--- src/hw/rtl/scd_pkg.sv ---
// Shared types and constants for the SLIP command frame decoder.
// No dependencies; imported by every module of the block.
package scd_pkg;

   // SLIP framing bytes
   localparam logic [7:0] FRAME_END     = 8'hC0;
   localparam logic [7:0] FRAME_ESC     = 8'hDB;
   localparam logic [7:0] FRAME_ESC_END = 8'hDC;
   localparam logic [7:0] FRAME_ESC_ESC = 8'hDD;

   // Item modes
   localparam logic MODE_BYTE  = 1'b0;
   localparam logic MODE_FLUSH = 1'b1;

   // Result kinds
   localparam logic [1:0] KIND_BYTE  = 2'd0;
   localparam logic [1:0] KIND_DONE  = 2'd1;
   localparam logic [1:0] KIND_ABORT = 2'd2;

   // Register indexes
   localparam logic [1:0] REG_CMD_A = 2'd0;
   localparam logic [1:0] REG_CMD_B = 2'd1;
   localparam logic [1:0] REG_CMD_C = 2'd2;

   // Register reset values
   localparam logic [7:0] CMD_A_RESET = 8'd0;
   localparam logic [7:0] CMD_B_RESET = 8'd1;
   localparam logic [7:0] CMD_C_RESET = 8'd2;

   typedef enum logic [1:0] {
      PH_WAIT    = 2'd0,
      PH_CMD     = 2'd1,
      PH_PAYLOAD = 2'd2
   } phase_type;

   typedef struct packed {
      logic [7:0] cmd_a;
      logic [7:0] cmd_b;
      logic [7:0] cmd_c;
   } cmd_set_type;

   typedef struct packed {
      logic       valid;
      logic [1:0] kind;
      logic [7:0] data;
      logic [7:0] cmd;
   } result_type;

endpackage

--- src/hw/rtl/scd_csr.sv ---
// Command code registers of the SLIP command frame decoder.
// Depends on scd_pkg.
module scd_csr (
   input  logic               clock,
   input  logic               reset,
   input  logic               csr_valid,
   output logic               csr_ready,
   input  logic [1:0]         csr_index,
   input  logic [7:0]         csr_wdata,
   output scd_pkg::cmd_set_type cmds
);
   import scd_pkg::*;

   logic [7:0] cmd_a_ff;
   logic [7:0] cmd_b_ff;
   logic [7:0] cmd_c_ff;
   logic       wr_en;

   assign csr_ready = 1'b1;
   assign wr_en     = csr_valid && csr_ready;

   // index beyond the list is dropped
   always_ff @(posedge clock) begin
      if (reset) begin
         cmd_a_ff <= CMD_A_RESET;
         cmd_b_ff <= CMD_B_RESET;
         cmd_c_ff <= CMD_C_RESET;
      end else if (wr_en) begin
         case (csr_index)
            REG_CMD_A: cmd_a_ff <= csr_wdata;
            REG_CMD_B: cmd_b_ff <= csr_wdata;
            REG_CMD_C: cmd_c_ff <= csr_wdata;
            default: ;
         endcase
      end
   end

   assign cmds.cmd_a = cmd_a_ff;
   assign cmds.cmd_b = cmd_b_ff;
   assign cmds.cmd_c = cmd_c_ff;

endmodule

--- src/hw/rtl/scd_parser.sv ---
// Frame parser: phase machine, escape flag and command latch of the decoder.
// Depends on scd_pkg.
module scd_parser (
   input  logic                 clock,
   input  logic                 reset,
   input  logic                 step,
   input  logic                 mode,
   input  logic [7:0]           in_byte,
   input  scd_pkg::cmd_set_type cmds,
   output scd_pkg::result_type  res
);
   import scd_pkg::*;

   phase_type  phase_ff, phase_in;
   logic       esc_ff, esc_in;
   logic [7:0] cmd_ff, cmd_in;
   logic       cmd_hit;
   logic [7:0] unesc_byte;

   assign cmd_hit = (in_byte == cmds.cmd_a) || (in_byte == cmds.cmd_b)
                 || (in_byte == cmds.cmd_c);

   // next phase
   always_comb begin
      phase_in = phase_ff;
      if (mode == MODE_FLUSH) begin
         phase_in = PH_WAIT;
      end else begin
         case (phase_ff)
            PH_CMD: begin
               if (in_byte == FRAME_END) phase_in = PH_CMD;
               else if (cmd_hit)         phase_in = PH_PAYLOAD;
               else                      phase_in = PH_WAIT;
            end
            PH_PAYLOAD: begin
               if (in_byte == FRAME_END) phase_in = PH_WAIT;
            end
            default: begin
               if (in_byte == FRAME_END) phase_in = PH_CMD;
               else                      phase_in = PH_WAIT;
            end
         endcase
      end
   end

   always_comb begin
      unesc_byte = in_byte;
      if (esc_ff) begin
         if (in_byte == FRAME_ESC_END)      unesc_byte = FRAME_END;
         else if (in_byte == FRAME_ESC_ESC) unesc_byte = FRAME_ESC;
      end
   end

   // results, escape flag and command latch
   always_comb begin
      esc_in    = esc_ff;
      cmd_in    = cmd_ff;
      res.valid = 1'b0;
      res.kind  = KIND_BYTE;
      res.data  = 8'd0;
      res.cmd   = cmd_ff;
      if (mode == MODE_FLUSH) begin
         esc_in = 1'b0;
         if (phase_ff == PH_PAYLOAD) begin
            res.valid = 1'b1;
            res.kind  = KIND_ABORT;
         end
      end else begin
         case (phase_ff)
            PH_CMD: begin
               if (in_byte != FRAME_END && cmd_hit) cmd_in = in_byte;
            end
            PH_PAYLOAD: begin
               if (in_byte == FRAME_END) begin
                  // escape flag survives the frame end
                  res.valid = 1'b1;
                  res.kind  = KIND_DONE;
               end else if (in_byte == FRAME_ESC) begin
                  esc_in = 1'b1;
               end else begin
                  esc_in    = 1'b0;
                  res.valid = 1'b1;
                  res.kind  = KIND_BYTE;
                  res.data  = unesc_byte;
               end
            end
            default: ;
         endcase
      end
   end

   always_ff @(posedge clock) begin
      if (reset) begin
         phase_ff <= PH_WAIT;
         esc_ff   <= 1'b0;
         cmd_ff   <= 8'd0;
      end else if (step) begin
         phase_ff <= phase_in;
         esc_ff   <= esc_in;
         cmd_ff   <= cmd_in;
      end
   end

`ifndef SYNTHESIS
   a_byte_only_in_payload: assert property (@(posedge clock) disable iff (reset)
      res.valid && res.kind == KIND_BYTE |-> phase_ff == PH_PAYLOAD)
      else $error("payload byte produced outside payload phase");
   a_flush_clears: assert property (@(posedge clock) disable iff (reset)
      step && mode == MODE_FLUSH |=> phase_ff == PH_WAIT && !esc_ff)
      else $error("flush did not clear the parser");
   a_payload_cmd_valid: assert property (@(posedge clock) disable iff (reset)
      step && phase_ff == PH_CMD && phase_in == PH_PAYLOAD |=>
      cmd_ff == $past(in_byte))
      else $error("command not latched on entry to payload");
`endif

endmodule

--- src/hw/rtl/slip_command_frame_decoder.sv ---
// SLIP command frame decoder, top level: input register, parser, result register.
// Depends on scd_pkg, scd_csr and scd_parser.
// A transaction taken into the input register is stepped through the parser into the
// result register and taken on rsp_. Throughput: one req_ transaction per cycle unless stalled.
// Input stalls only while a result waits unaccepted in the output register.
// Reset (sync, active high): parser waiting for begin, flags clear, codes 0/1/2, both empty.
module slip_command_frame_decoder (
   input  logic       clock,
   input  logic       reset,
   // input channel
   input  logic       req_valid,
   output logic       req_ready,
   input  logic       req_mode,
   input  logic [7:0] req_in_byte,
   // result channel
   output logic       rsp_valid,
   input  logic       rsp_ready,
   output logic [1:0] rsp_out_kind,
   output logic [7:0] rsp_out_byte,
   output logic [7:0] rsp_frame_cmd,
   // configuration channel
   input  logic       csr_valid,
   output logic       csr_ready,
   input  logic [1:0] csr_index,
   input  logic [7:0] csr_wdata
);
   import scd_pkg::*;

   cmd_set_type cmds;
   result_type  res;

   // input register
   logic       in_valid_ff;
   logic       in_mode_ff;
   logic [7:0] in_byte_ff;

   // result register
   logic       out_valid_ff, out_valid_in;
   logic [1:0] out_kind_ff;
   logic [7:0] out_byte_ff;
   logic [7:0] out_cmd_ff;

   logic       advance;
   logic       step;
   logic       load_in;

   // The held transaction moves on whenever the result slot is empty or
   // being drained this cycle; items that make no result move on too.
   assign advance   = !out_valid_ff || rsp_ready;
   assign step      = in_valid_ff && advance;
   assign req_ready = !in_valid_ff || advance;
   assign load_in   = req_valid && req_ready;

   always_ff @(posedge clock) begin
      if (reset) begin
         in_valid_ff <= 1'b0;
      end else if (req_ready) begin
         in_valid_ff <= req_valid;
      end
   end

   // payload of the input register needs no reset
   always_ff @(posedge clock) begin
      if (load_in) begin
         in_mode_ff <= req_mode;
         in_byte_ff <= req_in_byte;
      end
   end

   scd_csr u_csr (
      .clock     (clock),
      .reset     (reset),
      .csr_valid (csr_valid),
      .csr_ready (csr_ready),
      .csr_index (csr_index),
      .csr_wdata (csr_wdata),
      .cmds      (cmds)
   );

   scd_parser u_parser (
      .clock   (clock),
      .reset   (reset),
      .step    (step),
      .mode    (in_mode_ff),
      .in_byte (in_byte_ff),
      .cmds    (cmds),
      .res     (res)
   );

   always_comb begin
      out_valid_in = out_valid_ff;
      if (advance) out_valid_in = step && res.valid;
   end

   always_ff @(posedge clock) begin
      if (reset) begin
         out_valid_ff <= 1'b0;
      end else begin
         out_valid_ff <= out_valid_in;
      end
   end

   always_ff @(posedge clock) begin
      if (step && res.valid) begin
         out_kind_ff <= res.kind;
         out_byte_ff <= res.data;
         out_cmd_ff  <= res.cmd;
      end
   end

   assign rsp_valid     = out_valid_ff;
   assign rsp_out_kind  = out_kind_ff;
   assign rsp_out_byte  = out_byte_ff;
   assign rsp_frame_cmd = out_cmd_ff;

`ifndef SYNTHESIS
   a_stall_only_when_full: assert property (@(posedge clock) disable iff (reset)
      !req_ready |-> in_valid_ff && out_valid_ff)
      else $error("input stalled with room downstream");
   a_held_while_blocked: assert property (@(posedge clock) disable iff (reset)
      in_valid_ff && out_valid_ff && !rsp_ready |=> in_valid_ff)
      else $error("held transaction lost while result stalled");
   a_byte_zero_on_marks: assert property (@(posedge clock) disable iff (reset)
      rsp_valid && rsp_out_kind != KIND_BYTE |-> rsp_out_byte == 8'd0)
      else $error("frame mark carries a data byte");
   a_kind_legal: assert property (@(posedge clock) disable iff (reset)
      rsp_valid |-> rsp_out_kind == KIND_BYTE || rsp_out_kind == KIND_DONE
                    || rsp_out_kind == KIND_ABORT)
      else $error("illegal result kind");
`endif

endmodule

--- config.mk ---
export PLATFORM = sky130hd
export DESIGN_NAME = slip_command_frame_decoder
export DESIGN_NICKNAME = d
export VERILOG_FILES = /design/src/hw/rtl/scd_pkg.sv /design/src/hw/rtl/scd_csr.sv /design/src/hw/rtl/scd_parser.sv /design/src/hw/rtl/slip_command_frame_decoder.sv
export SDC_FILE = /design/constraint.sdc
export NUM_CORES = 1
export LEC_CHECK = 0
export BUFFER_PORTS_ARGS = -buffer_cell sky130_fd_sc_hd__buf_2
export CORE_UTILIZATION = 25
export CTS_BUF_LIST = sky130_fd_sc_hd__clkbuf_4
export CTS_CLUSTER_DIAMETER = 100
export DETAILED_ROUTE_END_ITERATION = 8
export GPL_TIMING_DRIVEN = 0
export PLACE_DENSITY_LB_ADDON = 0.05
export SYNTH_ARGS = -nofsm -noshare
export SYNTH_HDL_FRONTEND = slang
export SYNTH_SLANG_ARGS = --single-unit
--- constraint.sdc ---
create_clock -name clock -period 3.41 [get_ports clock]
set_clock_uncertainty 0.2 [all_clocks]
set_input_delay 0.1705 -clock clock [delete_from_list [all_inputs] [get_ports clock]]
set_output_delay 0.1705 -clock clock [all_outputs]
set_load 0.01 [all_outputs]
---- Word-level counts from Yosys, hierarchy flattened ----
Index checks and enable logic that the tools add are counted.
word-level totals
  register bits ........................... 64
  input port bits ......................... 24
  output and inout bits ................... 21
  logic and storage cells ................. 67
operators by class
  eq/ne operators ......................... 14
  muxes and demuxes ....................... 19
  bitwise gates (word level) .............. 2
  reduce and logical (&&, ||, !) cells .... 19
operator list
  cell                number
  $eq 8x8->1 const B  4
  $mux 8              4
  $eq 8x8->1          3
  $mux 11             2
  $mux 3              3
  $mux 2              4
  $ne 8x8->1 const B  1
  $reduce_and 2->1    4
  $mux 1              5
  $eq 2x1->1 const B  2
  $eq 2x2->1 const B  2
  $logic_and 1x1->1   4
  $logic_or 1x1->1    4
  $pmux 2 s2          1
  $reduce_and 4->1    1
  $reduce_or 4->1     1
  $ne 3x2->1 const B  1
  $reduce_and 3->1    1
  $logic_not 1->1     2
  $logic_not 2->1     1
  $ne 2x2->1 const B  1
  $not 1->1           2
  $reduce_bool 2->1   1

---- Depth between registers and ports, before layout ----
  depth in word-level cells ............... 9
  mapped depth ............................ 6
  depth with buffers taken out ............ 6

---- Hierarchy ----
From an unflattened synthesis, not the netlist that was laid out.
second synthesis, totals
  cells, all modules ...................... 254
  area total of the unflattened synthesis .. 2912.8 µm²
by module, submodules not included
  module                      times used  cells each  area each (µm²)  sequential area each (µm²)
  scd_csr                     1           94          1001.0           480.5
  scd_parser                  1           122         998.5            220.2
  slip_command_frame_decoder  1           38          913.4            850.8

---- Worst setup path after synthesis ----
No wires, ideal clock.
  kind .................................... reg2reg
  start point ............................. register in_byte_ff[6]
  end point ............................... register out_cmd_ff[0] (netlist: rsp_frame_cmd[0]), enable pin
  setup time .............................. 0.394 ns
  data arrival time ....................... 1.642 ns
  required time ........................... 2.816 ns
  path slack .............................. 1.173 ns
  cell stages (with the launch flop) ...... 5
  buffers on the path ..................... 1
  period minus slack after synthesis ...... 2.237 ns
  cells stage by stage .................... edfxtp_1 -> clkbuf_1 -> nand4bb_1 -> nor3_1 -> nor2_1
on the way
  longest elaborated chain between the ends .. 6
  elaborated cells on any way between the ends .. 7
  those cells by class .................... eq/ne (2); mux (4); reduce/logical (1)
RTL lines
  element                   line                               text
  start: declaration        slip_command_frame_decoder.sv:35   logic [7:0] in_byte_ff;
  start signal: assignment  slip_command_frame_decoder.sv:66   in_byte_ff <= req_in_byte;
  $eq 8x8->1                scd_parser.sv:78                   end else if (in_byte == FRAME_ESC) begin
  $mux 11                   scd_parser.sv:78
  $mux 3 (*)                scd_parser.sv:74                   if (in_byte == FRAME_END) begin
  $mux 11 (*)               scd_parser.sv:69                   case (phase_ff)
  $mux 3 (*)                scd_parser.sv:62                   if (mode == MODE_FLUSH) begin
  $logic_and 1x1->1 (*)     slip_command_frame_decoder.sv:104  if (step && res.valid) begin
  end signal: assignment    slip_command_frame_decoder.sv:107  out_cmd_ff <= res.cmd;
  end: declaration          slip_command_frame_decoder.sv:41   logic [7:0] out_cmd_ff;
Every way passes the cells marked *; elsewhere a longest branch is shown, timed or not.
A chain may end at the register's enable or synchronous reset.

---- Worst setup path after layout ----
  start point ............................. register in_byte_ff[6]
  end point ............................... register u_parser.cmd_ff[2]
on the way
  longest elaborated chain between the ends .. 5
  elaborated cells on any way between the ends .. 8
  those cells by class .................... eq/ne (4); reduce/logical (4)
RTL lines
  element                                line               text
  $eq 8x8->1                             scd_parser.sv:20   assign cmd_hit = (in_byte == cmds.cmd_a) || (in_byte == cmds.cmd_b)
  $logic_or 1x1->1                       scd_parser.sv:20
  $logic_or 1x1->1                       scd_parser.sv:21   || (in_byte == cmds.cmd_c);
  $logic_and 1x1->1 (*)                  scd_parser.sv:71   if (in_byte != FRAME_END && cmd_hit) cmd_in = in_byte;
  $reduce_and 4->1 (no source line) (*)  n/a
  end signal: assignment                 scd_parser.sv:100  cmd_ff <= cmd_in;
  end: declaration                       scd_parser.sv:16   logic [7:0] cmd_ff, cmd_in;
Marks and branches as above.

==> reports/results.txt <==
outcome: finished, final reports clean
reg2reg path depth: 6
top_reg_cell synth: dfxtp_1
Min-Delay Path Depth: 4
utilization after layout: 0.332
DRT antenna net count: 0
CP arrival: 2.67 ns
Critical R2R Capture: u_parser.cmd_ff[2]$_SDFFE_PP0P_
n_diodes: 0
Root Buffer: clkbuf_4
Worst Tran Pin Value: 0.667 ns
Rel. slew slack: 0.556
post-synth net total: 263
fill count: 1123
fraction of layout cells with a size suffix above 1: 0.221
Critical Path End Type: register
Clk Latency, worst-skew pair: 0.42 ns
initial antenna violation count: 0
r2r setup slk: 0.83 ns
hold path start: reset
Sw Pwr: 0.368 mW
RSZ-0062 raised after global routing: false
Area growth syn-to-layout: 27.7%
Startpoint Class: register
Cells after DPL: 417
gpl congestion: 0.691
Pint: 1.18 mW
Max stage delay on crit path: 0.59 ns
Yosys Warn Count: 0
post-synthesis register bit count: 64
peak supply drop: 0.000147 V
Worst Hold End: u_parser.cmd_ff[7]$_SDFFE_PP0P_
Initial Util: 0.260
Hold Violations, Final: 0
largest net degree at the start of global routing: 13
drt wl/cell: 14.2 um
final setup vio count: 0
clock share of power: 0.374
Hold WC Path Type: in -> reg
clock slew at reported path FFs: 0.11 ns
final cell count without fillers: 453
post-DP HPWL: 4380 um
DRC Markers: 0
Max Cap Viol: 0
Ports: 45
DRT iter0 DRCs: 41
mapped cell area: 2720 um2
Syn Area/Cell: 11.5 um2
clock tree buffer depth: 2
Logic pwr share: 0.092
WP data required: 3.49 ns
CTS buffer count: 9
Die ar.: 11300 um2
htree depth: 3
Post-CTS Setup Bufs: 0
EDFF count, synth: 27
Port Buffers: 43
Max Slew Vio Count: 0
Sw Share: 0.238
Congestion Overflow GR: 0
reg2reg start: in_byte_ff[6]$_DFFE_PP_
Fmax: 387 MHz
clock period minus worst slack: 2.58 ns
CTS tree: yes
vias in the first global route: 1922
Sink Count: 64
Vias: 1930
P per Cell Area: 444 nW/um2
Seq/Total Area, Yosys: 0.570
Seq pwr share: 0.533
setup TNS: 0 ns
Final nets: 338
Total GRT Usage: 0.123
Via density: 4.26
period utilization: 0.758
height of the chip: 106 um
Async SR Flop Fraction: 0
core footprint: 10500 um2
crit path max fanout: 8
drt pass-1 iters: 4
count of cell types in the netlist: 39
Post-Syn Instances: 237
CP Buf/Inv Count: 1
Chip Width: 106 um
first-pass GRT wire length: 10200 um
Pleak: 1.41 nW
crit path max-delay cell type: a21oi_1
# rows: 37
CP delay by family, top: compound AO/OA/AOI/OAI gates
cells along the critical path: clkbuf_1 > xor2_1 > nor4_1 > a22oi_1 > a21oi_1 > o2bb2ai_1
Setup CP Type: reg -> reg
Post-Route WL: 6450 um
-- logic make-up after synthesis --
| kind of cell | share of synthesized area |
|---|---|
| muxes | 0.0772 |
| buffers and inverters | 0.0391 |
| AOI/OAI and AO/OA | 0.0777 |
| DFF | 0.570 |
| other | 0.00138 |
| and+or+nand+nor | 0.148 |
| xor gates and xnor gates | 0.0772 |
| adders and majority gates | 0.00919 |
-- tightest hold or removal path, cell delays in order --
cell and delay, ns:
buf_2 0.10, nor2_1 0.04, a21boi_2 0.20, o2bb2ai_1 0.13
-- layer usage --
metal | track usage | wire length [um] | vias to the layer above | share of wire
met1 | 0.163 | 3310 | 906 | 0.51
met3 | 0.0294 | 208 | 10 | 0.032
li1 | - | - | 978 | -
met5 | 0 | 0 | - | 0
met2 | 0.184 | 2800 | 36 | 0.43
met4 | 0.0625 | 131 | 0 | 0.020
-- cells in the final DEF, fill, tap and decap left out, drive strengths merged, types with 6 or more instances in the layout --
cell	netlist	layout
xor2	24	24
dlygate4sd3	0	20
a21oi	6	6
and2	6	6
dfxtp	37	37
nand2b	10	10
mux2i	21	21
o2bb2ai	8	8
clkbuf	7	17
nor4	6	6
edfxtp	27	27
buf	9	53
nor2	32	32
-- power by group through the flow --
stage | combinational, mW | sequential [mW] | clock, mW
global placement | 0.129 | 0.841 | 0
floorplan | 0.0812 | 0.839 | 0
CTS | 0.146 | 0.824 | 0.598
finish | 0.143 | 0.824 | 0.578
detailed placement | 0.128 | 0.842 | 0
global route | 0.158 | 0.827 | 0.629
-- state kept, by name, indices dropped and copies added, names as in the netlist --
signal and cells:
in_byte_ff 8, rsp_frame_cmd 8, rsp_out_byte 8, u_csr.cmd_a_ff 8
u_csr.cmd_b_ff 8, u_csr.cmd_c_ff 8, u_parser.cmd_ff 8, rsp_out_kind 2
u_parser.phase_ff 2, in_mode_ff 1, in_valid_ff 1, rsp_valid 1
u_parser.esc_ff 1
-- cell type report --
| type | count | area, um2 | area share |
|---|---|---|---|
| inverter | 5 | 18.8 | 0.00540 |
| tap | 136 | 170 | 0.0490 |
| clock inverter | 6 | 75.1 | 0.0216 |
| timing repair buffer | 64 | 430 | 0.124 |
| clock buffer | 10 | 75.1 | 0.0216 |
| buffer | 16 | 87.6 | 0.0252 |
| multi-input combinational | 152 | 1070 | 0.307 |
| sequential | 64 | 1550 | 0.446 |
-- synthesized netlist by cell type (4+ instances only) --
cell type  number  share of area
clkbuf_1        7         0.0097
nor2_1         32          0.044
mux2i_1        21          0.077
inv_1           5         0.0069
nand2_1         5         0.0069
edfxtp_1       27           0.30
xor2_1         24          0.077
nand2b_1       10          0.023
dfxtp_1        37           0.27
and2_1          5          0.011
a21oi_1         5         0.0092
o2bb2ai_1       8          0.026
nor4_1          6          0.014
buf_2           4         0.0074
-- stage by stage --
step / hold WS, ns / setup slack, ns / area, um2 / total power, mW
2_1_floorplan: 0.0694 / 1.17 / 2720 / 0.920
3_3_place_gp: 0.148 / 0.448 / 3110 / 0.970
3_5_place_dp: 0.149 / 0.803 / 3130 / 0.970
4_1_cts: 0.0459 / 0.785 / 3480 / 1.57
5_1_grt: 0.0620 / 0.595 / 3480 / 1.61
6_report: 0.0677 / 0.826 / 3480 / 1.54
-- how the worst max path moves through the flow --
stage | slack (ns) | start | cells past startpoint | endpoint
after floorplan | 1.17 | in_byte_ff[6]$_DFFE_PP_ | 4 | rsp_frame_cmd[0]$_DFFE_PP_
after global placement | 0.45 | in_byte_ff[6]$_DFFE_PP_ | 4 | rsp_frame_cmd[6]$_DFFE_PP_
after detailed placement | 0.80 | in_byte_ff[6]$_DFFE_PP_ | 6 | u_parser.cmd_ff[6]$_SDFFE_PP0P_
after CTS | 0.78 | in_byte_ff[6]$_DFFE_PP_ | 6 | u_parser.cmd_ff[2]$_SDFFE_PP0P_
after global routing | 0.60 | in_byte_ff[6]$_DFFE_PP_ | 6 | u_parser.cmd_ff[1]$_SDFFE_PP0P_
final | 0.83 | in_byte_ff[6]$_DFFE_PP_ | 6 | u_parser.cmd_ff[2]$_SDFFE_PP0P_
-- timing repair --
action | CTS | global route
endpoints found under the hold margin | 35 | 0
resized for setup | 0 | 0
hold buffers | 20 | 0
(Power assumes the default switching activity.)
